===== src/rtl/core/b85rac_pkg.sv =====
package b85rac_pkg;

  // symbols per group and alphabet size
  localparam int unsigned NumLanes = 5;
  localparam logic [6:0] AlphaSize = 7'd85;

  // mode register codes
  localparam logic ModeEnc = 1'b0;
  localparam logic ModeDec = 1'b1;

  // configuration register indexes
  localparam logic CfgMode = 1'b0;
  localparam logic CfgStep = 1'b1;

  // digit weight of each lane, lane 0 is the most significant digit
  localparam logic [25:0] LaneDiv [NumLanes] = '{
    26'd52200625, 26'd614125, 26'd7225, 26'd85, 26'd1
  };

  // floor(2^32 / weight): quotient estimate is low by at most one
  localparam logic [32:0] LaneRecip [NumLanes] = '{
    33'(64'h1_0000_0000 / 64'd52200625),
    33'(64'h1_0000_0000 / 64'd614125),
    33'(64'h1_0000_0000 / 64'd7225),
    33'(64'h1_0000_0000 / 64'd85),
    33'(64'h1_0000_0000 / 64'd1)
  };

  // base alphabet, index 0..84
  localparam logic [7:0] BaseAlpha [85] = '{
    "0", "1", "2", "3", "4", "5", "6", "7", "8", "9",
    "a", "b", "c", "d", "e", "f", "g", "h", "i", "j",
    "k", "l", "m", "n", "o", "p", "q", "r", "s", "t",
    "u", "v", "w", "x", "y", "z", "A", "B", "C", "D",
    "E", "F", "G", "H", "I", "J", "K", "L", "M", "N",
    "O", "P", "Q", "R", "S", "T", "U", "V", "W", "X",
    "Y", "Z", ".", "-", ":", "+", "=", "^", "!", "/",
    "*", "?", "&", "<", ">", "(", ")", "[", "]", "{",
    "}", "@", "%", "$", "#"
  };

  // control shared by the stages of one lane
  typedef struct packed {
    logic en;
    logic mode_a;
    logic mode_c;
  } lane_ctrl_t;

  // result of a reverse alphabet lookup
  typedef struct packed {
    logic       ok;
    logic [6:0] idx;
  } lookup_t;

  // one finished group, vals[0] goes out first
  typedef struct packed {
    logic [4:0][7:0] vals;
    logic [2:0]      cnt;
    logic            bad;
  } group_t;

  // (a + b) mod 85 for a, b below 85
  function automatic logic [6:0] add_mod85(input logic [6:0] a, input logic [6:0] b);
    logic [7:0] s;
    s = {1'b0, a} + {1'b0, b};
    if (s >= {1'b0, AlphaSize}) begin
      s = s - {1'b0, AlphaSize};
    end
    return s[6:0];
  endfunction

  // (k * s) mod 85 for s below 85 and k up to 5
  function automatic logic [6:0] mult_mod85(input logic [6:0] s, input logic [2:0] k);
    logic [9:0] x;
    x = 10'(s) * 10'(k);
    for (int i = 0; i < 4; i++) begin
      if (x >= 10'(AlphaSize)) begin
        x = x - 10'(AlphaSize);
      end
    end
    return x[6:0];
  endfunction

  // character at a base alphabet index
  function automatic logic [7:0] base_char(input logic [6:0] idx);
    logic [7:0] c;
    c = 8'd0;
    if (idx < AlphaSize) begin
      c = BaseAlpha[idx];
    end
    return c;
  endfunction

  // base alphabet index of a character
  function automatic lookup_t char_index(input logic [7:0] c);
    lookup_t r;
    r = '0;
    for (int b = 0; b < 85; b++) begin
      if (c == BaseAlpha[b]) begin
        r.ok  = 1'b1;
        r.idx = 7'(b);
      end
    end
    return r;
  endfunction

endpackage


===== src/rtl/core/b85rac_merge.sv =====
module b85rac_merge
  import b85rac_pkg::*;
(
  input  logic             clk_i,
  input  logic             en_i,
  input  logic             mode_i,
  input  logic [2:0]       cnt_i,
  input  logic [4:0][6:0]  offs_i,
  input  logic [4:0][31:0] res_i,
  input  logic [4:0]       bad_i,
  output group_t           grp_o
);

  logic [4:0][31:0] prev;
  logic [4:0][6:0]  idx_d, idx_q;
  logic [31:0]      s01_q, s23_q, t4_q;
  logic             mode_q, bad_q;
  logic [2:0]       cnt_q;
  logic [31:0]      total;
  group_t           grp_d, grp_q;

  // first merge step: digits from adjacent quotients, then undo the rotation
  always_comb begin
    logic [31:0] d32;
    logic [7:0]  diff;
    prev[0] = 32'd0;
    for (int k = 1; k < NumLanes; k++) begin
      prev[k] = res_i[k-1];
    end
    for (int k = 0; k < NumLanes; k++) begin
      d32  = res_i[k] - (prev[k] * 32'd85);
      diff = {1'b0, d32[6:0]} - {1'b0, offs_i[k]};
      if (diff[7]) begin
        diff = diff + {1'b0, AlphaSize};
      end
      idx_d[k] = diff[6:0];
    end
  end

  always_ff @(posedge clk_i) begin
    if (en_i) begin
      idx_q  <= idx_d;
      s01_q  <= res_i[0] + res_i[1];
      s23_q  <= res_i[2] + res_i[3];
      t4_q   <= res_i[4];
      mode_q <= mode_i;
      cnt_q  <= cnt_i;
      bad_q  <= |bad_i;
    end
  end

  // second merge step: characters, or the rebuilt word split into bytes
  assign total = s01_q + s23_q + t4_q;

  always_comb begin
    grp_d = '0;
    if (mode_q == ModeEnc) begin
      for (int k = 0; k < NumLanes; k++) begin
        grp_d.vals[k] = base_char(idx_q[k]);
      end
      grp_d.cnt = 3'(NumLanes);
      grp_d.bad = 1'b0;
    end else begin
      for (int k = 0; k < 4; k++) begin
        grp_d.vals[k] = total[31-8*k -: 8];
      end
      grp_d.cnt = cnt_q;
      grp_d.bad = bad_q;
    end
  end

  always_ff @(posedge clk_i) begin
    if (en_i) begin
      grp_q <= grp_d;
    end
  end

  assign grp_o = grp_q;

endmodule


===== config.mk =====
export PLATFORM = sky130hd
export DESIGN_NAME = b85rac_merge
export DESIGN_NICKNAME = d
export VERILOG_FILES = /design/src/rtl/core/b85rac_pkg.sv /design/src/rtl/core/b85rac_merge.sv
export SDC_FILE = /design/constraint.sdc
export NUM_CORES = 1
export LEC_CHECK = 0
export BUFFER_PORTS_ARGS = -buffer_cell sky130_fd_sc_hd__buf_2
export CAP_MARGIN = 20
export CORE_MARGIN = 8
export CORE_UTILIZATION = 50
export DETAILED_ROUTE_END_ITERATION = 12
export PLACE_DENSITY = 0.75
export SLEW_MARGIN = 15
export SYNTH_ARGS = -nofsm -noshare
export SYNTH_HDL_FRONTEND = slang
export SYNTH_SLANG_ARGS = --single-unit
export TNS_END_PERCENT = 30

===== constraint.sdc =====
create_clock -name clk_i -period 6.8 [get_ports clk_i]
set_input_delay 1.36 -clock clk_i [delete_from_list [all_inputs] [get_ports clk_i]]
set_output_delay 1.36 -clock clk_i [all_outputs]
set_load 0.05 [all_outputs]

# Word-level counts from Yosys, hierarchy flattened
# Memory sizes are Yosys's and may differ from the RTL's. A register that Yosys moved wholly into a read port is not among the register bits.
# Index checks and enable logic that the tools add are counted.
# W data, S select, Z words.
[word_totals]
regBits = 172
mem_bits_ro = 5120
out_inout_bits = 44
wordCells = 79
mem_count = 5
[classes]
addsub = 18
multipliers = 4
magnitude_cmp = 9
n_mux = 18
n_bitwise = 6
reduce_logical = 2
[memory_table]
columns = ["memory", "words", "width", "read_ports", "rd_clocked_by_memory_dff", "write_ports", "line_no", "source"]
rows = [
  ["(name not given)", 128, 8, 1, 1, 0, "b85rac_pkg.sv:89", "c = BaseAlpha[idx];"],
  ["(name not given)", 128, 8, 1, 0, 0, "b85rac_pkg.sv:89", ""],
  ["(name not given)", 128, 8, 1, 0, 0, "b85rac_pkg.sv:89", ""],
  ["(name not given)", 128, 8, 1, 0, 0, "b85rac_pkg.sv:89", ""],
  ["(name not given)", 128, 8, 1, 0, 0, "b85rac_pkg.sv:89", ""],
]
[op_table]
columns = ["operator", "n"]
rows = [
  ["$add A32 B32 Y32", 4],
  ["$mul A32 B7 Y7 const B", 4],
  ["$mux W8", 12],
  ["$not A7 Y8", 5],
  ["$sub A7 B7 Y8", 5],
  ["$mux W36", 1],
  ["$add A7 B7 Y7 const B", 5],
  ["$lt A7 B7 Y1 const B", 5],
  ["$mux W7", 5],
  ["$ge A8 B8 Y1 const B", 4],
  ["$sub A7 B7 Y7", 4],
  ["$reduce_or A5 Y1", 1],
  ["$reduce_or A2 Y1", 1],
  ["$not A1 Y1", 1],
]

# Longest topological paths before layout
[depth]
depth_word = 6
ltp_mapped = 17

# Worst setup path before layout
# Ideal clock, no wire load.
[synth_timing]
kind = "input -> register"
start = "in res_i[66] in the netlist's numbering"
end = "reg idx_q[15] in the netlist's numbering, data pin"
setup_time_ns = 0.260
t_arrival_ns = 4.524
t_required_ns = 6.540
slack_ns = 2.017
cell_stages = 16
path_cell_list = "inv_1 > ha_1 > xnor2_1 > xnor2_1 > fa_1 > fa_1 > inv_1 > ha_1 > nor2b_1 > o21ai_0 > a21boi_0 > o21ai_0 > a21boi_0 > o21ai_1 > nand2_1 > mux2_2"
[synth_rtl]
columns = ["item", "line_no", "source"]
rows = [
  ["start: declaration", "b85rac_merge.sv:9", "input logic [4:0][31:0] res_i,"],
  ["end signal: assignment", "b85rac_merge.sv:42", "idx_q <= idx_d;"],
  ["end: declaration", "b85rac_merge.sv:15", "logic [4:0][6:0] idx_d, idx_q;"],
]

==> impl_metrics.json <==
{
  "status": "finished, final reports clean",
  "start_util_pct": 50.3,
  "grt_usage_pct": 22.6,
  "gr-total-overflow": 0,
  "yosys.area.top_type_share_pct": 28.7,
  "synth_largest_area_cell": "edfxtp_1",
  "grt_pass1_wl_mm": 80.7,
  "slew_violations": 0,
  "clock_sinks": 179,
  "antenna_found_initial": 2,
  "fp.dieArea_um2": 44000,
  "route.detailed.drc": 0,
  "nNetsFinal": 2762,
  "vias": 16187,
  "wl_mm": 50.9,
  "cap_violations": 0,
  "cts_tree": "built",
  "gp_congestion": 0.931,
  "ir_worst_vdd_mv": 0.191,
  "synth_cells": 2085,
  "yosysWarnings": 0,
  "hold_viol_final": 0,
  "root_buffer": "clkbuf_16",
  "fin_skew_ns": 0.0130,
  "layout_commonest_cell": "buf_2",
  "crit_fanout": 6,
  "synthTopCellsByArea": "edfxtp_1 (29%), ha_1 (15%), fa_1 (6.6%)",
  "fillCellCount": 3286,
  "post-cts-setup-buffers": 0,
  "finalSetupTns_ns": 0,
  "synth_area_um2": 18800,
  "io_buffers": 248,
  "wl_per_cell_um": 18.4,
  "area_delta_synth_final_pct": 11.4,
  "critical_path_class": "in -> reg",
  "ctsHoldBuffers": 0,
  "layout_common_cells": "buf_2 (247), ha_1 (218), inv_1 (195)",
  "cts_resized": 0,
  "core-area_um2": 37300,
  "period_share_pct": 72.3,
  "grt_max_degree": 66,
  "p_leak_uw": 0.00915,
  "numCtsBuffers": 17,
  "fmax_ghz": 0.203,
  "ys_seq_area_share_pct": 28.7,
  "r2r_slack_ns": 2.82,
  "synth_seq_cells": 179,
  "fp-row-count": 71,
  "synth_cell_types": 84,
  "async_flop_share_pct": 0,
  "maxSlewHeadroom_pct": 36.2,
  "min_period_ns": 4.91,
  "drt_first_pass_iters": 5,
  "syn_nets": 2571,
  "grt_setup_unrepaired": "false",
  "dp_hpwl_mm": 40.6,
  "die_w_um": 210,
  "drive_gt1_share_pct": 13.9,
  "clk_latency_ns": 0.45,
  "setup_viol_count_final": 0,
  "h-tree-depth": 4,
  "total_power_uw": 8670,
  "io_pins": 250,
  "viasPerCell": 5.86,
  "hold_class": "reg -> reg",
  "syn_avg_cell_area_um2": 8.99,
  "startpoint_type": "primary input",
  "synth_edf_count": 179,
  "power_density_nw_per_um2": 415,
  "crit_required_ns": 7.01,
  "grt_pass1_vias": 15631,
  "worst_slew_pin_slew_ns": 0.957,
  "arrival_ns": 5.12,
  "drt-initial-drc-count": 1402,
  "crit_path_end_kind": "flip-flop",
  "insertedDiodeCount": 0,
  "fp.dieH_um": 210,
  "antenna_left": 0,
  "clk_pin_slew_ns": 0.08,
  "clk_path_buf_depth": 2,
  "synth_flop_cell": "edfxtp_1"
}
## kinds of logic after synthesis
| group | after synthesis | synth area share (%) |
|---|---|---|
| XOR/XNOR | 187 | 8.73 |
| other | 1 | 0.0200 |
| flip-flops | 179 | 28.7 |
| AO/OA/AOI/OAI | 648 | 22.2 |
| buffers and inverters | 281 | 5.79 |
| adder cells (fa/ha/maj) | 280 | 21.2 |
| multiplexers | 18 | 1.02 |
| AND/OR/NAND/NOR | 491 | 12.4 |
## power by group
group	leakage (uW)	internal (uW)	switching [uW]
clock	0.000281	493	510
sequential	0.00176	1740	573
combinational	0.00711	2220	3140
total	0.00915	4450	4220
## cell usage after synthesis (all sizes together) (13+ instances only)
master,n
o22ai,15
o21bai,24
a21oi,169
o21ai,156
o21a,13
inv,195
edfxtp,179
o211ai,26
and3,18
a211oi,36
xnor2,137
a31oi,28
a311oi,15
nor2b,32
clkbuf,66
a21o,59
a221oi,15
xor2,50
nand3,48
a22oi,14
nand4,13
nand2b,22
nor2,133
a21boi,18
ha,218
nand2,138
fa,62
nor3,38
## stage by stage
step / area [um^2] / hold slack, ns / cells / util, % / worst slack [ns]
2_1_floorplan: 18800 / 0.477 / 2085 / - / 2.02
3_3_place_gp: 20300 / 0.500 / 2731 / 54.4 / 1.57
3_5_place_dp: 20300 / 0.514 / 2731 / 54.4 / 1.45
4_1_cts: 20900 / 0.524 / 2762 / 56.0 / 1.94
5_1_grt: 20900 / 0.551 / 2762 / 56.0 / 1.62
6_report: 20900 / 0.521 / 2762 / 56.0 / 1.89
## state kept, by name (all words and copies together), names as in the netlist
register  flops
grp_o        43
idx_q        35
s01_q        32
s23_q        32
t4_q         32
cnt_q         3
bad_q         1
mode_q        1
## worst max-delay path, cell delays in order
cell,delay (ns)
buf_2,0.16
inv_1,0.11
ha_1,0.29
xnor2_1,0.19
xnor2_1,0.10
fa_1,0.42
fa_1,0.54
inv_1,0.06
ha_1,0.26
nor2b_1,0.13
o21ai_0,0.20
a21boi_0,0.16
o21ai_0,0.22
a21boi_0,0.12
o21ai_1,0.35
nand2_1,0.16
mux2_2,0.29
## final timing paths
check | cells after the start | endpoint | from
setup reg to reg | 12 | grp_o[11]$_SDFFCE_PN0P_ | s01_q[1]$_DFFE_PP_
hold reg to reg | 1 | grp_o[0]$_SDFFCE_PN0P_ | bad_q$_DFFE_PP_
setup / recovery | 17 | idx_q[15]$_DFFE_PP_ | res_i[66]
hold / removal | 1 | grp_o[0]$_SDFFCE_PN0P_ | bad_q$_DFFE_PP_
## layer usage
layer | track usage [%] | wire (um) | up-vias
met5 | 0 | 23 | -
met4 | 6.88 | 1220 | 4
met3 | 4.61 | 3530 | 79
met2 | 35.3 | 22900 | 590
met1 | 31.1 | 23300 | 7587
li1 | - | - | 7927
## area by class of cell
cell class | count | area [um^2] | area share [%]
multi-input cells | 1625 | 12300 | 58.9
flip-flops and latches | 179 | 5380 | 25.7
clock inverters | 14 | 168 | 0.803
clock buffers | 17 | 425 | 2.04
inverters | 201 | 754 | 3.61
repair buffers | 252 | 1280 | 6.12
well taps | 474 | 593 | 2.84
Power figures use the tool's default switching activity.
