### config.mk
export PLATFORM = sky130hd
export DESIGN_NAME = b85rac_lane
export DESIGN_NICKNAME = d
export VERILOG_FILES = /design/src/rtl/core/b85rac_pkg.sv /design/src/rtl/core/b85rac_lane.sv
export SDC_FILE = /design/constraint.sdc
export NUM_CORES = 2
export LEC_CHECK = 0
export ABC_AREA = 1
export ABC_CLOCK_PERIOD_IN_PS = 18010
export BUFFER_PORTS_ARGS = -buffer_cell sky130_fd_sc_hd__buf_4
export CAP_MARGIN = 20
export CORE_ASPECT_RATIO = 1.5
export CORE_MARGIN = 10
export CORE_UTILIZATION = 30
export CTS_CLUSTER_SIZE = 30
export DETAILED_ROUTE_END_ITERATION = 6
export RECOVER_POWER = 25
export SLEW_MARGIN = 20
export SYNTH_ARGS = -nofsm -noshare
export SYNTH_HDL_FRONTEND = slang
export SYNTH_SLANG_ARGS = --single-unit
### constraint.sdc
create_clock -name clk_i -period 18.01 [get_ports clk_i]
set_input_delay 1.801 -clock clk_i [delete_from_list [all_inputs] [get_ports clk_i]]
set_output_delay 1.801 -clock clk_i [all_outputs]
set_load 0.005 [all_outputs]
### src/rtl/core/b85rac_pkg.sv
package b85rac_pkg;

  // symbols per group and alphabet size
  localparam int unsigned NumLanes = 5;
  localparam logic [6:0] AlphaSize = 7'd85;

  // mode register codes
  localparam logic ModeEnc = 1'b0;
  localparam logic ModeDec = 1'b1;

  // configuration register indexes
  localparam logic CfgMode = 1'b0;
  localparam logic CfgStep = 1'b1;

  // digit weight of each lane, lane 0 is the most significant digit
  localparam logic [25:0] LaneDiv [NumLanes] = '{
    26'd52200625, 26'd614125, 26'd7225, 26'd85, 26'd1
  };

  // floor(2^32 / weight): quotient estimate is low by at most one
  localparam logic [32:0] LaneRecip [NumLanes] = '{
    33'(64'h1_0000_0000 / 64'd52200625),
    33'(64'h1_0000_0000 / 64'd614125),
    33'(64'h1_0000_0000 / 64'd7225),
    33'(64'h1_0000_0000 / 64'd85),
    33'(64'h1_0000_0000 / 64'd1)
  };

  // base alphabet, index 0..84
  localparam logic [7:0] BaseAlpha [85] = '{
    "0", "1", "2", "3", "4", "5", "6", "7", "8", "9",
    "a", "b", "c", "d", "e", "f", "g", "h", "i", "j",
    "k", "l", "m", "n", "o", "p", "q", "r", "s", "t",
    "u", "v", "w", "x", "y", "z", "A", "B", "C", "D",
    "E", "F", "G", "H", "I", "J", "K", "L", "M", "N",
    "O", "P", "Q", "R", "S", "T", "U", "V", "W", "X",
    "Y", "Z", ".", "-", ":", "+", "=", "^", "!", "/",
    "*", "?", "&", "<", ">", "(", ")", "[", "]", "{",
    "}", "@", "%", "$", "#"
  };

  // control shared by the stages of one lane
  typedef struct packed {
    logic en;
    logic mode_a;
    logic mode_c;
  } lane_ctrl_t;

  // result of a reverse alphabet lookup
  typedef struct packed {
    logic       ok;
    logic [6:0] idx;
  } lookup_t;

  // one finished group, vals[0] goes out first
  typedef struct packed {
    logic [4:0][7:0] vals;
    logic [2:0]      cnt;
    logic            bad;
  } group_t;

  // (a + b) mod 85 for a, b below 85
  function automatic logic [6:0] add_mod85(input logic [6:0] a, input logic [6:0] b);
    logic [7:0] s;
    s = {1'b0, a} + {1'b0, b};
    if (s >= {1'b0, AlphaSize}) begin
      s = s - {1'b0, AlphaSize};
    end
    return s[6:0];
  endfunction

  // (k * s) mod 85 for s below 85 and k up to 5
  function automatic logic [6:0] mult_mod85(input logic [6:0] s, input logic [2:0] k);
    logic [9:0] x;
    x = 10'(s) * 10'(k);
    for (int i = 0; i < 4; i++) begin
      if (x >= 10'(AlphaSize)) begin
        x = x - 10'(AlphaSize);
      end
    end
    return x[6:0];
  endfunction

  // character at a base alphabet index
  function automatic logic [7:0] base_char(input logic [6:0] idx);
    logic [7:0] c;
    c = 8'd0;
    if (idx < AlphaSize) begin
      c = BaseAlpha[idx];
    end
    return c;
  endfunction

  // base alphabet index of a character
  function automatic lookup_t char_index(input logic [7:0] c);
    lookup_t r;
    r = '0;
    for (int b = 0; b < 85; b++) begin
      if (c == BaseAlpha[b]) begin
        r.ok  = 1'b1;
        r.idx = 7'(b);
      end
    end
    return r;
  endfunction

endpackage

### src/rtl/core/b85rac_lane.sv
module b85rac_lane
  import b85rac_pkg::*;
(
  input  logic       clk_i,
  input  lane_ctrl_t ctrl_i,
  input  logic [2:0] lane_idx_i,
  input  logic [31:0] word_a_i,
  input  logic [7:0] sym_a_i,
  input  logic [6:0] off_a_i,
  input  logic [31:0] word_c_i,
  output logic [31:0] res_o,
  output logic       bad_o
);

  logic [25:0] div;
  logic [32:0] recip;
  logic [64:0] prod_a;
  logic [31:0] qest;
  lookup_t     look;
  logic [6:0]  dig;
  logic [31:0] x_d, x_q;
  logic        bad_d, bad_a_q;
  logic [57:0] prod_b;
  logic [31:0] y_q, x_b_q;
  logic        bad_b_q;
  logic [31:0] rem;
  logic [31:0] res_d, res_q;
  logic        bad_c_q;

  assign div   = LaneDiv[lane_idx_i];
  assign recip = LaneRecip[lane_idx_i];

  // stage a: quotient estimate in encode, symbol to digit in decode
  assign prod_a = {33'd0, word_a_i} * {32'd0, recip};
  assign qest   = prod_a[63:32];
  assign look   = char_index(sym_a_i);

  always_comb begin
    dig = 7'd0;
    if (look.ok) begin
      dig = add_mod85(look.idx, off_a_i);
    end
    x_d   = (ctrl_i.mode_a == ModeEnc) ? qest : {25'd0, dig};
    bad_d = (ctrl_i.mode_a == ModeDec) && !look.ok;
  end

  always_ff @(posedge clk_i) begin
    if (ctrl_i.en) begin
      x_q     <= x_d;
      bad_a_q <= bad_d;
    end
  end

  // stage b: scale by the lane weight, shared by both modes
  assign prod_b = {26'd0, x_q} * {32'd0, div};

  always_ff @(posedge clk_i) begin
    if (ctrl_i.en) begin
      y_q     <= prod_b[31:0];
      x_b_q   <= x_q;
      bad_b_q <= bad_a_q;
    end
  end

  // stage c: fix the quotient estimate, or pass the weighted digit
  assign rem = word_c_i - y_q;

  always_comb begin
    if (ctrl_i.mode_c == ModeEnc) begin
      res_d = (rem >= {6'd0, div}) ? (x_b_q + 32'd1) : x_b_q;
    end else begin
      res_d = y_q;
    end
  end

  always_ff @(posedge clk_i) begin
    if (ctrl_i.en) begin
      res_q   <= res_d;
      bad_c_q <= bad_b_q;
    end
  end

  assign res_o = res_q;
  assign bad_o = bad_c_q;

endmodule

# Word level (Yosys, flattened, before mapping)
# Memories as Yosys holds them, arrays and structs flattened.
# Cells that the tools add are included.
[word_totals]
inputBits = 86
word_cells = 201
mem_bits_ro = 472
mem_count = 2
output_inout_bits = 33
register_bits = 131
[op_classes]
n_mux = 94
reduce_logical = 2
multipliers = 2
n_bitwise = 1
order_cmp = 3
n_addsub = 4
n_eq_ne = 85
[mem_list]
columns = ["memory", "words", "word_bits", "read_ports", "rd_clocked_by_memory_dff", "wr", "line_no", "rtl"]
rows = [
  ["(name not given)", 8, 33, 1, 0, 0, "b85rac_lane.sv:31", "assign recip = LaneRecip[lane_idx_i];"],
  ["(name not given)", 8, 26, 1, 0, 0, "b85rac_lane.sv:30", "assign div = LaneDiv[lane_idx_i];"],
]
[ops]
columns = ["cell", "count"]
rows = [
  ["8-bit two-way mux", 85],
  ["8-bit by 7-bit equality test with 1-bit output, second input constant", 58],
  ["8-bit by 6-bit equality test with 1-bit output, second input constant", 27],
  ["33-bit two-way mux", 2],
  ["32-bit by 33-bit multiplier with 64-bit output", 1],
  ["32-bit two-way mux", 2],
  ["26-bit two-way mux", 2],
  ["32-bit by 1-bit adder with 32-bit output, second input constant", 1],
  ["32-bit by 26-bit >= comparator with 1-bit output", 1],
  ["32-bit by 26-bit multiplier with 32-bit output", 1],
  ["32-bit subtractor", 1],
  ["7-bit two-way mux", 3],
  ["7-bit by 7-bit adder with 8-bit output", 1],
  ["8-bit by 7-bit >= comparator with 1-bit output, second input constant", 1],
  ["7-bit subtractor, second input constant", 1],
  ["4-bit >= comparator, second input constant", 1],
  ["3-bit inverter with 4-bit output", 1],
  ["1-bit logical AND", 1],
  ["1-bit zero test", 1],
]

# Longest topological paths before layout
[depth]
depth_word = 91
mapped_depth = 42
mapped_depth_nobuf = 41

# Least setup slack after synthesis
# No wires, ideal clock.
[synth_timing]
path_kind = "input-to-reg"
from = "input port lane_idx_i[1]"
to = "register x_q[29] (data pin)"
setup_time_ns = 0.261
n_path_buf = 2
required_time_ns = 17.749
stages = 36
setup_slack_ns = 8.931
arrival_ns = 8.817
path_cell_list = "inv_1 > ha_1 > nand2_1 > clkbuf_1 > clkbuf_1 > nor2_1 > ha_1 > fa_1 > fa_1 > fa_1 > fa_1 > inv_1 > fa_1 > fa_1 > fa_1 > inv_1 > ha_1 > a21oi_1 > o21a_1 > o221ai_1 > a21oi_1 > o21ai_0 > nand2_1 > nand2_1 > a21oi_1 > inv_1 > a21oi_1 > inv_1 > a21oi_1 > inv_1 > a21oi_1 > o21ai_0 > nand2_1 > o21ai_0 > o21ai_0 > a21oi_1"
[synth_between]
elab_chain_cells = 5
[synth_lines]
columns = ["element", "line_no", "rtl"]
rows = [
  ["start: declaration", "b85rac_lane.sv:6", "input logic [2:0] lane_idx_i,"],
  ["3-bit inverter with 4-bit output (implied by the code)", "b85rac_lane.sv:31", ""],
  ["memory 8 x 33 bit", "n/a", ""],
  ["33-bit two-way mux (implied by the code) (2 in a row)", "b85rac_lane.sv:31", ""],
  ["32-bit by 33-bit multiplier with 64-bit output", "b85rac_lane.sv:34", "assign prod_a = {33'd0, word_a_i} * {32'd0, recip};"],
  ["end signal: assignment", "b85rac_lane.sv:49", "x_q <= x_d;"],
  ["end: declaration", "b85rac_lane.sv:21", "logic [31:0] x_d, x_q;"],
]
# No other way between the ends. The select of a mux whose other input is x is not followed.
# A chain may end at the register's enable or synchronous reset.

# Worst setup path after layout
[layout_timing]
from = "input port lane_idx_i[1]"
to = "register x_q[21] (data pin)"
# The elaborated chain is that of the path after synthesis.

==> impl_metrics.env <==
export IMPL_ys_top_cells_by_area="fa_1 (32%), ha_1 (24%), inv_1 (12%), edfxtp_1 (9.6%), nor2_1 (5.8%)"
export IMPL_fin_crit_sh=0.586
export IMPL_p_per_area_nw_per_um2=172
export IMPL_violations="capacitance limit, slew limit"
export IMPL_hold_depth=0
export IMPL_multi_input_area_um2=31200
export IMPL_ff2ff_path_depth=32
export IMPL_coreArea_um2=133000
export IMPL_synth_top_family_by_area="adder cells"
export IMPL_critPathMostFrequentCell="inv_1"
export IMPL_synth_compound_area_frac=0.0523
export IMPL_rr_endpoint="y_q[31]"
export IMPL_cts_resized=0
export IMPL_numCtsBuffers=17
export IMPL_grt_antenna_before_repair=5
export IMPL_clock_latency_ns=0.46
export IMPL_final_layout_size_suffix_gt1_frac=0.0463
export IMPL_htreeDepth=4
export IMPL_grt_usage=0.172
export IMPL_tightest_slew_ns=4.07
export IMPL_worstPathRequired_ns=18.22
export IMPL_drtIter0Drc=1677
export IMPL_crit_type="in2reg"
export IMPL_cap_violations=1
export IMPL_hold_class="reg2reg"
export IMPL_final_cell_count_no_fill=6560
export IMPL_maxSlewHeadroom=-1.71
export IMPL_first_global_vias=34000
export IMPL_status="finished with violations"
export IMPL_layout_min_cycle_time_ns=10.55
export IMPL_viasPerCell=4.73
export IMPL_rsz0062_at_grt="no"
export IMPL_hold_path_end="bad_b_q"
export IMPL_slew_viol_final=71
export IMPL_synth_avg_cell_area_um2=8.52
export IMPL_post_cts_buffers=0
export IMPL_clk_pin_slew_ns=0.06
export IMPL_synthMuxAreaShare=0
export IMPL_clk_path_buf_depth=2
export IMPL_syn_inst=4714
export IMPL_hold_start="bad_a_q"
export IMPL_critical_path_top_delay_family="adder cells"
export IMPL_clkSinkCount=129
export IMPL_startpoint_type="primary input"
export IMPL_synthSimpleGateAreaFrac=0.133
export IMPL_yosysSeqAreaShare=0.0965
export IMPL_die_h_um=468
export IMPL_die_area_um2=149000
export IMPL_placed_cells_incl_taps=6528
export IMPL_cp_buffers_inverters=13
export IMPL_worstPathMaxFanout=30
export IMPL_synthToLayoutAreaGrowth_pct=8.97
export IMPL_rows=164
export IMPL_die_x_um=319
export IMPL_fin_tns_setup_ns=0
export IMPL_cts_tree="done"
export IMPL_pin_count=119
export IMPL_synth_cell_type_count=60
export IMPL_r2r_start="x_q[8]"
export IMPL_grt_first_pass_wirelength_um=196000
export IMPL_netlist_area_leader_share=0.324
export IMPL_skew_ns=0.00873
export IMPL_worst_path_max_delay_cell="clkinv_1"
export IMPL_final_seq_area_um2=3870
export IMPL_r2r_slack_ns=10.66
export IMPL_synth_xor_area_frac=0.0292
export IMPL_antenna_cells=0
export IMPL_dpl_hpwl_um=112000
export IMPL_max_freq_ghz=0.0948
export IMPL_arrival_ns=10.76
export IMPL_timing_final_hold_violations=0
export IMPL_yosysTopAreaCell="fa_1"
export IMPL_nNetsFinal=6304
export IMPL_max_stage_delay_ns=0.84
export IMPL_grt_overflow=0
export IMPL_fill_cells=14000
export IMPL_wl_per_cell_um=19.4
export IMPL_wl_um=127000
export IMPL_yosys_register_bits=129
export IMPL_syn_nets=6214
export IMPL_drtPass1Iterations=7
export IMPL_p_leak_uw=0.0235
export IMPL_crit_path_end_kind="register"
export IMPL_vdd_drop_max_uv=233
export IMPL_drtAntennaViolNets=0
export IMPL_syn_area_um2=40200
export IMPL_synthAdderAreaFrac=0.562
export IMPL_start_util=0.302
export IMPL_root_buffer="clkbuf_16"
export IMPL_vias=31100
export IMPL_grt_start_max_net_pins=71
export IMPL_port_buffers=118
export IMPL_gp_congestion=0.983
export IMPL_drc_errors=0
export IMPL_ys_warn_count=0
export IMPL_hold_buffers=0
export IMPL_setup_viol=0
routing by layer:
metal  vias up  GRT usage  share of wire
met1     15300      0.183           0.37
met2       843      0.322           0.52
met4        10      0.104          0.072
met3       330     0.0202          0.041
li1      14600          -              -
met5         -          0        0.00051
power breakdown:
part / total (uW) / internal, uW / switching (uW)
combinational: 6310 / 2490 / 3820
clock: 403 / 259 / 144
sequential: 822 / 712 / 111
total: 7540 / 3460 / 4080
layout make-up:
type / count / area share
Clock buffer: 19 / 0.00989
Clock inverter: 13 / 0.00535
Inverter: 1283 / 0.110
Multi-Input combinational cell: 3234 / 0.713
Sequential cell: 129 / 0.0885
Tap cell: 1743 / 0.0498
Timing Repair Buffer: 139 / 0.0238
per-stage QoR:
stage               setup slack, ns  utilization  area [um^2]  hold slack, ns  total power, uW
floorplan                      8.93            -        40200           0.400             5350
global placement               7.26        0.324        43100           0.410             7050
detailed placement             7.05        0.324        43100           0.410             7170
CTS                            7.54        0.329        43800           0.425             7630
global route                   6.97        0.329        43800           0.443             8540
finish                         7.46        0.329        43800           0.422             7540
layout by cell type (no fill, tap or decap), types with 3 or more instances in the layout:
cell / count
xnor2_1: 49
clkinv_1: 36
clkinv_4: 3
o21a_1: 6
o21bai_1: 5
a21o_1: 5
clkbuf_1: 3
xor2_1: 85
nor4_1: 14
a21boi_1: 4
o21ai_0: 95
ha_1: 765
a21oi_1: 182
a211oi_1: 12
o221ai_1: 5
fa_1: 649
nand2_1: 496
a31oi_1: 9
inv_1: 1242
nor3b_1: 3
nand4_1: 33
nor2_1: 621
nor2_2: 4
o21ai_2: 5
buf_4: 138
bufinv_16: 6
or2_2: 6
nand3b_1: 3
inv_2: 6
o2111ai_1: 3
edfxtp_1: 129
nand3_1: 67
nand2_2: 22
a21oi_2: 3
nor3_1: 37
o21ai_1: 12
clkbuf_16: 17
o211ai_1: 7
cells in the mapped netlist, drive strengths merged:
master and count:
o221a 1, nand3b 3, o41ai 2, inv 1248, buf 24, or3 1, nor3 39, o21a 6
o22ai 1, clkinv 35, a21o 5, nand4 33, o211ai 7, o221ai 6, nor4 14, o31ai 2
a21boi 7, o2111a 1, ha 765, or4 1, o2bb2ai 1, nor4b 1, and2 1, a2111oi 1
a211oi 12, o21ai 112, nand3 68, nor3b 4, nor2 625, o31a 2, xor2 85, or2 7
clkbuf 44, xnor2 49, a21oi 186, o21bai 6, a31oi 9, edfxtp 129, nand2 519, fa 649
o2111ai 3
kinds of logic (layout without fill, tap and decap cells):
kind of cell,after synthesis,count (layout)
flip-flops,129,129
adder cells (fa/ha/maj),1414,1414
XOR/XNOR,134,134
AO/OA/AOI/OAI,370,370
AND/OR/NAND/NOR,1316,1316
buffers and inverters,1351,1454
worst max-delay path by stage:
stage                  start  endpoint  slack, ns  cells after the start
5_1_grt        lane_idx_i[1]   x_q[19]       6.97                     39
3_3_place_gp   lane_idx_i[1]   x_q[29]       7.26                     41
6_report       lane_idx_i[1]   x_q[21]       7.46                     41
3_5_place_dp   lane_idx_i[1]   x_q[29]       7.05                     41
2_1_floorplan  lane_idx_i[1]   x_q[29]       8.93                     36
4_1_cts        lane_idx_i[1]   x_q[29]       7.54                     41
sequential cells by signal (all words and copies together) (netlist names):
signal / flops
y_q: 32
bad_a_q: 1
x_b_q: 30
bad_b_q: 1
bad_o: 1
x_q: 32
res_o: 32
No activity file was read; power rests on OpenSTA's default activity.
