File: config.mk
export PLATFORM = sky130hd
export DESIGN_NAME = b85rac_serializer
export DESIGN_NICKNAME = d
export VERILOG_FILES = /design/src/rtl/core/b85rac_pkg.sv /design/src/rtl/core/b85rac_serializer.sv
export SDC_FILE = /design/constraint.sdc
export NUM_CORES = 1
export LEC_CHECK = 0
export BUFFER_PORTS_ARGS = -buffer_cell sky130_fd_sc_hd__clkbuf_2
export CORE_AREA = 5 5 68 83
export CTS_BUF_LIST = sky130_fd_sc_hd__clkbuf_8 sky130_fd_sc_hd__clkbuf_16
export DETAILED_ROUTE_END_ITERATION = 7
export DIE_AREA = 0 0 73 88
export PLACE_DENSITY = 0.66
export SYNTH_ARGS = -nofsm -noshare
export SYNTH_HDL_FRONTEND = slang
export SYNTH_SLANG_ARGS = --single-unit
File: constraint.sdc
create_clock -name clk_i -period 5.71 [get_ports clk_i]
set_input_delay 0.2855 -clock clk_i [delete_from_list [all_inputs] [get_ports clk_i]]
set_output_delay 0.2855 -clock clk_i [all_outputs]
set_load 0.05 [all_outputs]
File: src/rtl/core/b85rac_pkg.sv
package b85rac_pkg;

  // symbols per group and alphabet size
  localparam int unsigned NumLanes = 5;
  localparam logic [6:0] AlphaSize = 7'd85;

  // mode register codes
  localparam logic ModeEnc = 1'b0;
  localparam logic ModeDec = 1'b1;

  // configuration register indexes
  localparam logic CfgMode = 1'b0;
  localparam logic CfgStep = 1'b1;

  // digit weight of each lane, lane 0 is the most significant digit
  localparam logic [25:0] LaneDiv [NumLanes] = '{
    26'd52200625, 26'd614125, 26'd7225, 26'd85, 26'd1
  };

  // floor(2^32 / weight): quotient estimate is low by at most one
  localparam logic [32:0] LaneRecip [NumLanes] = '{
    33'(64'h1_0000_0000 / 64'd52200625),
    33'(64'h1_0000_0000 / 64'd614125),
    33'(64'h1_0000_0000 / 64'd7225),
    33'(64'h1_0000_0000 / 64'd85),
    33'(64'h1_0000_0000 / 64'd1)
  };

  // base alphabet, index 0..84
  localparam logic [7:0] BaseAlpha [85] = '{
    "0", "1", "2", "3", "4", "5", "6", "7", "8", "9",
    "a", "b", "c", "d", "e", "f", "g", "h", "i", "j",
    "k", "l", "m", "n", "o", "p", "q", "r", "s", "t",
    "u", "v", "w", "x", "y", "z", "A", "B", "C", "D",
    "E", "F", "G", "H", "I", "J", "K", "L", "M", "N",
    "O", "P", "Q", "R", "S", "T", "U", "V", "W", "X",
    "Y", "Z", ".", "-", ":", "+", "=", "^", "!", "/",
    "*", "?", "&", "<", ">", "(", ")", "[", "]", "{",
    "}", "@", "%", "$", "#"
  };

  // control shared by the stages of one lane
  typedef struct packed {
    logic en;
    logic mode_a;
    logic mode_c;
  } lane_ctrl_t;

  // result of a reverse alphabet lookup
  typedef struct packed {
    logic       ok;
    logic [6:0] idx;
  } lookup_t;

  // one finished group, vals[0] goes out first
  typedef struct packed {
    logic [4:0][7:0] vals;
    logic [2:0]      cnt;
    logic            bad;
  } group_t;

  // (a + b) mod 85 for a, b below 85
  function automatic logic [6:0] add_mod85(input logic [6:0] a, input logic [6:0] b);
    logic [7:0] s;
    s = {1'b0, a} + {1'b0, b};
    if (s >= {1'b0, AlphaSize}) begin
      s = s - {1'b0, AlphaSize};
    end
    return s[6:0];
  endfunction

  // (k * s) mod 85 for s below 85 and k up to 5
  function automatic logic [6:0] mult_mod85(input logic [6:0] s, input logic [2:0] k);
    logic [9:0] x;
    x = 10'(s) * 10'(k);
    for (int i = 0; i < 4; i++) begin
      if (x >= 10'(AlphaSize)) begin
        x = x - 10'(AlphaSize);
      end
    end
    return x[6:0];
  endfunction

  // character at a base alphabet index
  function automatic logic [7:0] base_char(input logic [6:0] idx);
    logic [7:0] c;
    c = 8'd0;
    if (idx < AlphaSize) begin
      c = BaseAlpha[idx];
    end
    return c;
  endfunction

  // base alphabet index of a character
  function automatic lookup_t char_index(input logic [7:0] c);
    lookup_t r;
    r = '0;
    for (int b = 0; b < 85; b++) begin
      if (c == BaseAlpha[b]) begin
        r.ok  = 1'b1;
        r.idx = 7'(b);
      end
    end
    return r;
  endfunction

endpackage

File: src/rtl/core/b85rac_serializer.sv
module b85rac_serializer
  import b85rac_pkg::*;
(
  input  logic       clk_i,
  input  logic       rst_ni,
  input  logic       valid_i,
  input  group_t     grp_i,
  output logic       ready_o,
  output logic       tvalid_o,
  input  logic       tready_i,
  output logic [7:0] tdata_o,
  output logic       tlast_o,
  output logic       tuser_o
);

  logic [4:0][7:0] vals_q;
  logic [2:0]      rem_q;
  logic            bad_q, full_q;
  logic            beat, last_beat, take;

  // one word per cycle while the receiver is ready, next group loads as the last word leaves
  assign beat      = full_q && tready_i;
  assign last_beat = beat && (rem_q == 3'd1);
  assign ready_o   = !full_q || last_beat;
  assign take      = valid_i && ready_o;

  always_ff @(posedge clk_i or negedge rst_ni) begin
    if (!rst_ni) begin
      full_q <= 1'b0;
      rem_q  <= 3'd0;
    end else if (take) begin
      full_q <= 1'b1;
      rem_q  <= grp_i.cnt;
    end else if (beat) begin
      full_q <= !last_beat;
      rem_q  <= rem_q - 3'd1;
    end
  end

  // group payload, shifted down one word per beat
  always_ff @(posedge clk_i) begin
    if (take) begin
      vals_q <= grp_i.vals;
      bad_q  <= grp_i.bad;
    end else if (beat) begin
      vals_q <= {8'd0, vals_q[4:1]};
    end
  end

  assign tvalid_o = full_q;
  assign tdata_o  = vals_q[0];
  assign tlast_o  = (rem_q == 3'd1);
  assign tuser_o  = bad_q;

endmodule

# [After elaboration in Yosys (flattened, before gate mapping)]
# Index checks and enable logic that the tools add are counted.
[op_classes] add_sub_neg=1 n_eq_ne=1 muxes=6 n_reduce_logical=7
[ops] op="2-to-1 mux 40 bit" count=2
[ops] op="2-to-1 mux 3 bit" count=2
[ops] op="equality test 3 x 1 -> 1 bit (second input constant)" count=1
[ops] op="logical AND 1 bit" count=3
[ops] op="subtractor 3 x 1 -> 3 bit (second input constant)" count=1
[ops] op="logical NOT 1 bit" count=2
[ops] op="2-to-1 mux 1 bit" count=2
[ops] op="nonzero test 2 bit" count=1
[ops] op="logical OR 1 bit" count=1
[totals] register_bits=45 inputBits=48 out_inout_bits=12 word_cells=23

# [Logic depth before layout (Yosys ltp)]
# Gate-level depths: netlist (run 1).
[logic_depth] depth_word=5 depth_mapped=6 depth_no_buf=5

# [Least setup slack after synthesis (run 1)]
# OpenSTA, ideal clock, no wires.
[synth_timing] path_type="reg2reg" startpoint="register full_q, in the netlist tvalid_o" endpoint="register vals_q (netlist bit tdata_o[0]), enable pin" setup_ns=0.398 t_arrival_ns=1.864 required_ns=5.312 setup_slack_ns=3.448 stages_incl_launch_ff=4 n_path_buf=1 period_less_slack_ns=2.262 path_cell_list="dfrtp_1 buf_4 nand2b_2 nand2_1"
[synth_via] elab_chain_len=5 word_cells_on_any_way=6 cone_classes="reduce/logical: 6"
[synth_rtl] item="start: declaration" line="b85rac_serializer.sv:18" rtl="logic bad_q, full_q;"
[synth_rtl] item="start signal: assignment" line="b85rac_serializer.sv:35" rtl="full_q <= !last_beat;"
[synth_rtl] item="logical AND 1 bit" line="b85rac_serializer.sv:22" rtl="assign beat = full_q && tready_i;"
[synth_rtl] item="logical AND 1 bit" line="b85rac_serializer.sv:23" rtl="assign last_beat = beat && (rem_q == 3'd1);"
[synth_rtl] item="logical OR 1 bit" line="b85rac_serializer.sv:24" rtl="assign ready_o = !full_q || last_beat;"
[synth_rtl] item="logical AND 1 bit" line="b85rac_serializer.sv:25" rtl="assign take = valid_i && ready_o;"
[synth_rtl] item="nonzero test 2 bit (no source line) (*)"
[synth_rtl] item="end signal: assignment" line="b85rac_serializer.sv:43" rtl="vals_q <= grp_i.vals;"
[synth_rtl] item="end signal: assignment" line="b85rac_serializer.sv:46" rtl="vals_q <= {8'd0, vals_q[4:1]};"
[synth_rtl] item="end: declaration" line="b85rac_serializer.sv:16" rtl="logic [4:0][7:0] vals_q;"
# Mark *: on every way between the ends. The rest lies on a longest branch, timed or not.
# A chain may end at the register's enable or synchronous reset.

# [Worst setup path in the final report (run 1)]
[layout_timing] startpoint="register rem_q[1]" endpoint="register vals_q[31] (netlist bit) (data pin)"
[layout_via] elab_chain_len=5
[layout_rtl] item="start: declaration" line="b85rac_serializer.sv:17" rtl="logic [2:0] rem_q;"
[layout_rtl] item="start signal: assignment" line="b85rac_serializer.sv:33" rtl="rem_q <= grp_i.cnt;"
[layout_rtl] item="start signal: assignment" line="b85rac_serializer.sv:36" rtl="rem_q <= rem_q - 3'd1;"
[layout_rtl] item="equality test 3 x 1 -> 1 bit" line="b85rac_serializer.sv:23"
[layout_rtl] item="logical AND 1 bit" line="b85rac_serializer.sv:23"
[layout_rtl] item="logical OR 1 bit" line="b85rac_serializer.sv:24"
[layout_rtl] item="logical AND 1 bit" line="b85rac_serializer.sv:25"
[layout_rtl] item="2-to-1 mux 40 bit" line="b85rac_serializer.sv:42" rtl="if (take) begin"
# Every way passes these cells.

==> flow_metrics.env, run 1 <==
export IMPL_worstPathRequired_ps=5760
export IMPL_startpoint_type="register"
export IMPL_rows=28
export IMPL_slew_headroom=0.401
export IMPL_ys_warnings_count=0
export IMPL_grt_pass1_wl_mm=5.69
export IMPL_setup_viol=0
export IMPL_cp_max_fo=41
export IMPL_period_minus_slack_ps=2190
export IMPL_worstReg2RegStart="rem_q[1]"
export IMPL_hold_path_endpoint="tuser_o"
export IMPL_grt_pass1_vias=1329
export IMPL_hold_violations=0
export IMPL_ir_drop_mv=0.181
export IMPL_min_path_cells=1
export IMPL_status="finished, final reports clean"
export IMPL_rsz0062_at_grt="no"
export IMPL_cellPowerDensity_mw_per_mm2=369
export IMPL_syn_to_final_growth_pct=17.2
export IMPL_yosysMostFrequentCell="edfxtp_1"
export IMPL_fin_nets=234
export IMPL_power_frac_comb=0.258
export IMPL_critical_path_class="reg2reg"
export IMPL_die_area_sq_mm=0.00642
export IMPL_cts_root_buf="clkbuf_8"
export IMPL_hold_path_class="in2reg"
export IMPL_clock_sinks=45
export IMPL_ys_seq_area_frac=0.645
export IMPL_synth_top_cell_area_share=0.597
export IMPL_r2r_cells=5
export IMPL_skew_ps=4.10
export IMPL_ios=60
export IMPL_routed_wl_mm=3.47
export IMPL_routabilityCongestion=0.720
export IMPL_yosysUniqueCellTypes=25
export IMPL_via_count=1160
export IMPL_ys_top_cells_by_area="edfxtp_1 (60%), mux2_1 (17%), dfrtp_1 (4.9%)"
export IMPL_die_y_um=88
export IMPL_fmax_mhz=458
export IMPL_seqPwrFrac=0.529
export IMPL_switchingPower_uw=271
export IMPL_worst_pin_slew_ps=896
export IMPL_synth_seq_cells=45
export IMPL_drtAntennaViolNets=0
export IMPL_via_per_inst=4.73
export IMPL_clockPowerShare=0.213
export IMPL_cts_clk_slew_worst_paths_ps=80
export IMPL_grt_max_degree=42
export IMPL_dpl_hpwl_mm=2.46
export IMPL_synth_edf_count=41
export IMPL_h_tree_depth=2
export IMPL_tritoncts="yes"
export IMPL_antenna_found_initial=0
export IMPL_cap_viol_max_count=0
export IMPL_async_flop_share=0.0889
export IMPL_tns_ps=0
export IMPL_syn_nets=181
export IMPL_grt_overflow_total=0
export IMPL_cts_setup_buffers=0
export IMPL_p_int_uw=620
export IMPL_port_buffers=59
export IMPL_synth_ff_type="edfxtp_1"
export IMPL_p_leak_nw=1.02
export IMPL_worstPathArrival_ps=2240
export IMPL_drive_gt1_frac=0.389
export IMPL_reg2reg_slack_ps=3520
export IMPL_drtIter0Drc=59
export IMPL_track_usage=0.118
export IMPL_p_sw_frac=0.304
export IMPL_end_kind="register"
export IMPL_cts_buffers=5
export IMPL_routedWlPerCell_um=14.2
export IMPL_antenna_cells=0
export IMPL_core_area_sq_mm=0.00476
export IMPL_nFillCells=444
export IMPL_clockBufferDepth=2
export IMPL_slew_violations=0
export IMPL_insertion_delay_ps=300
export IMPL_synth_cells=131
export IMPL_drc=0
export IMPL_drt_pass1_iter_count=2
export IMPL_hold_start="grp_i[0]"
export IMPL_post_route_period_util=0.383
export IMPL_initial_core_util=0.433
export IMPL_synth_avg_cell_area_sq_um=15.7
export IMPL_die_x_um=73
export IMPL_r2r_end="vals_q[31]"
export IMPL_whs_ps=165
export IMPL_syn_cell_area_sq_mm=0.00206
export IMPL_yosysTopAreaCell="edfxtp_1"
export IMPL_synth_top_cells_by_count="edfxtp_1 (41), mux2_1 (31), buf_4 (10), and2_1 (8), nand2_1 (5)"
-- power by group through the flow --
stage / logic (mW) / clock network (mW) / registers [mW]
2_1_floorplan: 0.196 / 0 / 0.476
3_3_place_gp: 0.221 / 0 / 0.475
3_5_place_dp: 0.233 / 0 / 0.480
4_1_cts: 0.234 / 0.200 / 0.473
5_1_grt: 0.253 / 0.213 / 0.479
6_report: 0.230 / 0.190 / 0.472
-- metal layers --
metal,GRT usage,wire length (um)
met5,0,0
met4,0.0453,46
met3,0.0436,299
met2,0.212,1770
met1,0.123,1350
-- final cells by class --
cell class | instances | area (sq um) | share of cell area
clock inverters | 3 | 17.5 | 0.00724
inverters | 3 | 11.3 | 0.00466
well taps | 60 | 75.1 | 0.0310
repair buffers | 60 | 305 | 0.126
clock buffers | 5 | 68.8 | 0.0285
flip-flops and latches | 45 | 1330 | 0.550
multi-input cells | 69 | 609 | 0.252
-- sequential cells by signal, summed over array words and instances (netlist names) --
signal / count
vals_q: 32
tdata_o: 8
rem_q: 3
tuser_o: 1
tvalid_o: 1
-- cell usage in the layout (no fill, tap or decap) --
master / netlist / routed
nand3b_1: 1 / 1
clkinv_1: 0 / 1
mux2i_1: 2 / 2
nand3_1: 2 / 2
and4_1: 1 / 1
mux2_2: 3 / 3
nor2_1: 1 / 1
dlygate4sd3_1: 0 / 1
clkinv_2: 0 / 1
dfrtp_1: 4 / 4
nand2_1: 5 / 4
ha_1: 2 / 2
clkbuf_8: 0 / 5
nand4b_1: 1 / 1
o21ai_0: 1 / 1
inv_1: 3 / 3
a21oi_1: 3 / 3
nand2_2: 1 / 2
o22ai_1: 2 / 2
mux2_1: 31 / 31
and2_1: 8 / 8
clkinv_4: 0 / 1
nand2b_1: 2 / 2
nand2b_2: 1 / 1
nor3_1: 1 / 1
clkbuf_2: 1 / 59
edfxtp_1: 41 / 41
nor2b_1: 1 / 1
-- worst max-delay path by stage --
stage	depth (start not counted)	from	slack, ps	endpoint
after floorplan	3	tvalid_o	3450	tdata_o[0]
after global placement	5	rem_q[1]	3580	vals_q[31]
after detailed placement	5	rem_q[1]	3510	vals_q[31]
after CTS	5	rem_q[1]	3500	vals_q[31]
after global routing	5	rem_q[1]	3380	vals_q[31]
final	5	rem_q[1]	3520	vals_q[31]
-- kinds of logic after synthesis --
family,Yosys count,synth area share
fa+ha+maj,2,0.0121
flops,45,0.645
compound gates,6,0.0158
mux,36,0.195
simple gates,25,0.0710
buf+inv,17,0.0606
-- metrics by stage --
step                      area [sq um]  power [mW]   util  worst slack [ps]  std cells
final                             2420       0.891  0.508              3520        245
after global routing              2420       0.945  0.508              3380        245
after CTS                         2420       0.907  0.508              3500        245
after detailed placement          2320       0.712  0.487              3510        236
after global placement            2320       0.695  0.487              3580        236
after floorplan                   2060       0.672      -              3450        131
-- timing repair --
action | in CTS | in global routing
gates resized for setup | 0 | 0
hold buffers | 1 | 0
hold endpoints to repair | 4 | 0
-- worst max-delay path, cell delays in order, from the launching register on --
cell,delay [ps]
dfrtp_1,390
inv_1,80
ha_1,220
nand4b_1,160
nand2_2,660
mux2_2,410
Power figures use the tool's default switching activity.
==> inputs of run 2 (changes only) <==
Settings changed: PLACE_DENSITY 0.66 to 0.69.
Clock period 5.71 ns to 1.8 ns, I/O delays scaled along.
==> run 2 against run 1 <==
Combinational power grew to 3.7 times the previous value; sequential share of layout area is 3.6 points lower; via count is 6.7% higher; routed wire length up 5.7%; flip-flop and latch count unchanged; design area is 7.1% higher; clock-buffer cell count unchanged; hold slack got worse by 89 ps; critical path depth increased by 1; critical path type unchanged; largest cell class unchanged; largest power group unchanged.
==> flow_metrics.env, run 2 (synthesized netlist as in run 1, its figures left out) <==
export IMPL_status="finished, final reports clean"
export IMPL_hold_path_endpoint="vals_q[36]"
export IMPL_via_count=1238
export IMPL_syn_to_final_growth_pct=25.6
export IMPL_p_int_mw=2.19
export IMPL_port_buffers=59
export IMPL_worst_pin_slew_ps=283
export IMPL_cap_viol_max_count=0
export IMPL_final_cell_mix="clkbuf_2 (59), edfxtp_1 (41), mux2_1 (31), and2_1 (8), clkbuf_8 (5)"
export IMPL_cts_clk_slew_worst_paths_ps=80
export IMPL_stdcell_count=254
export IMPL_dp_cells=241
export IMPL_slew_headroom=0.812
export IMPL_grt_pass1_vias=1335
export IMPL_initial_core_util=0.433
export IMPL_dpl_hpwl_mm=2.64
export IMPL_rows=28
export IMPL_routabilityCongestion=0.755
export IMPL_ir_drop_mv=0.676
export IMPL_h_tree_depth=2
export IMPL_critical_path_class="reg2reg"
export IMPL_core_area_sq_mm=0.00476
export IMPL_seqPwrFrac=0.485
export IMPL_fmax_mhz=570
export IMPL_regMostFlops="vals_q"
export IMPL_worstPathArrival_ps=1800
export IMPL_grt_pass1_wl_mm=5.73
export IMPL_die_y_um=88
export IMPL_startpoint_type="register"
export IMPL_crit_chain="inv_1 > ha_2 > nand4b_1 > nand2_4 > clkbuf_16 > mux2_1"
export IMPL_slew_violations=0
export IMPL_p_leak_nw=1.10
export IMPL_grt_max_degree=33
export IMPL_post_route_period_util=0.975
export IMPL_die_area_sq_mm=0.00642
export IMPL_fin_nets=244
export IMPL_hold_path_class="in2reg"
export IMPL_worstPathRequired_ps=1840
export IMPL_drc=0
export IMPL_routedWlPerCell_um=14.4
export IMPL_hold_start="grp_i[40]"
export IMPL_power_frac_comb=0.281
export IMPL_drtAntennaViolNets=0
export IMPL_switchingPower_uw=877
export IMPL_period_minus_slack_ps=1760
export IMPL_die_x_um=73
export IMPL_insertion_delay_ps=290
export IMPL_setup_viol=0
export IMPL_drt_pass1_iter_count=4
export IMPL_cp_startpoint="rem_q[1]"
export IMPL_mostFrequentLayoutCell="clkbuf_2"
export IMPL_clock_sinks=45
export IMPL_tritoncts="yes"
export IMPL_cp_slowest_stage_delay_ps=380
export IMPL_end_kind="register"
export IMPL_p_sw_frac=0.286
export IMPL_drive_gt1_frac=0.428
export IMPL_finalPower_mw=3.07
export IMPL_antenna_found_initial=0
export IMPL_worstReg2RegStart="rem_q[1]"
export IMPL_drtIter0Drc=79
export IMPL_min_path_cells=2
export IMPL_largest_reg_flops=32
export IMPL_track_usage=0.117
export IMPL_clockBufferDepth=2
export IMPL_hold_violations=0
export IMPL_cp_max_fo=16
export IMPL_routed_wl_mm=3.67
export IMPL_antenna_cells=0
export IMPL_ios=60
export IMPL_clockPowerShare=0.234
export IMPL_skew_ps=7.23
export IMPL_r2r_cells=6
export IMPL_cellPowerDensity_mw_per_mm2=1180
export IMPL_via_per_inst=4.87
export IMPL_slowest_stage="dfrtp_1"
export IMPL_r2r_end="vals_q[13]"
export IMPL_cts_buffers=5
export IMPL_cts_root_buf="clkbuf_8"
export IMPL_grt_overflow_total=0
export IMPL_reg2reg_slack_ps=40
## run 2: how the worst max path moves through the flow
stage	slack, ps	endpoint	cells after the start
CTS	70	vals_q[26]	6
finish	40	vals_q[13]	6
global route	-10	tdata_o[0]	6
floorplan	40	tdata_o[0]	5
global placement	150	vals_q[31]	6
detailed placement	60	vals_q[26]	6
## run 2: layout make-up
class,instances,area (sq um)
Fill cell,429,2170
Sequential cell,45,1330
Multi-Input combinational cell,69,622
Timing Repair Buffer,70,447
Tap cell,60,75.1
Clock buffer,5,68.8
Clock inverter,2,35.0
Inverter,3,11.3
## run 2: what timing repair did
action                                 in CTS  in global routing
hold buffers                                2                  0
gates resized for setup                     0                  3
buffers inserted                            0                  2
endpoints found under the hold margin       5                  0
setup endpoints to repair                   0                  9
## run 2: metal layers
| layer | part of all wire | vias up | global-route usage | wire [um] |
|---|---|---|---|---|
| met4 | 0.0093 | 0 | 0.0503 | 34 |
| met2 | 0.52 | 49 | 0.199 | 1910 |
| met5 | 0 | - | 0 | 0 |
| met1 | 0.38 | 585 | 0.131 | 1410 |
| met3 | 0.085 | 4 | 0.0436 | 313 |
| li1 | - | 600 | - | - |
## run 2: power by group through the flow
stage	Sequential [mW]	Combinational [mW]	Clock [mW]
final	1.49	0.861	0.716
after global routing	1.51	0.940	0.784
after CTS	1.49	0.817	0.748
after detailed placement	1.51	0.811	0
after global placement	1.50	0.756	0
after floorplan	1.51	0.627	0
## run 2: stage by stage
stage / area [sq um] / setup WS (ps) / utilization / setup TNS [ps] / hold slack (ps)
2_1_floorplan: 2070 / 38.2 / - / 0 / -206
3_3_place_gp: 2390 / 149 / 0.502 / 0 / -100
3_5_place_dp: 2390 / 62.8 / 0.502 / 0 / -99.6
4_1_cts: 2510 / 66.0 / 0.528 / 0 / 61.1
5_1_grt: 2590 / -11.0 / 0.544 / -80.4 / 66.7
6_report: 2590 / 44.5 / 0.544 / 0 / 75.6
## run 2: critical path: cells and delay by family (launching register included)
kind                       cells  cell delay (ps)
buffers and inverters          2              270
muxes                          1              320
adders and majority gates      1              180
and+or+nand+nor                2              370
DFF                            1              380
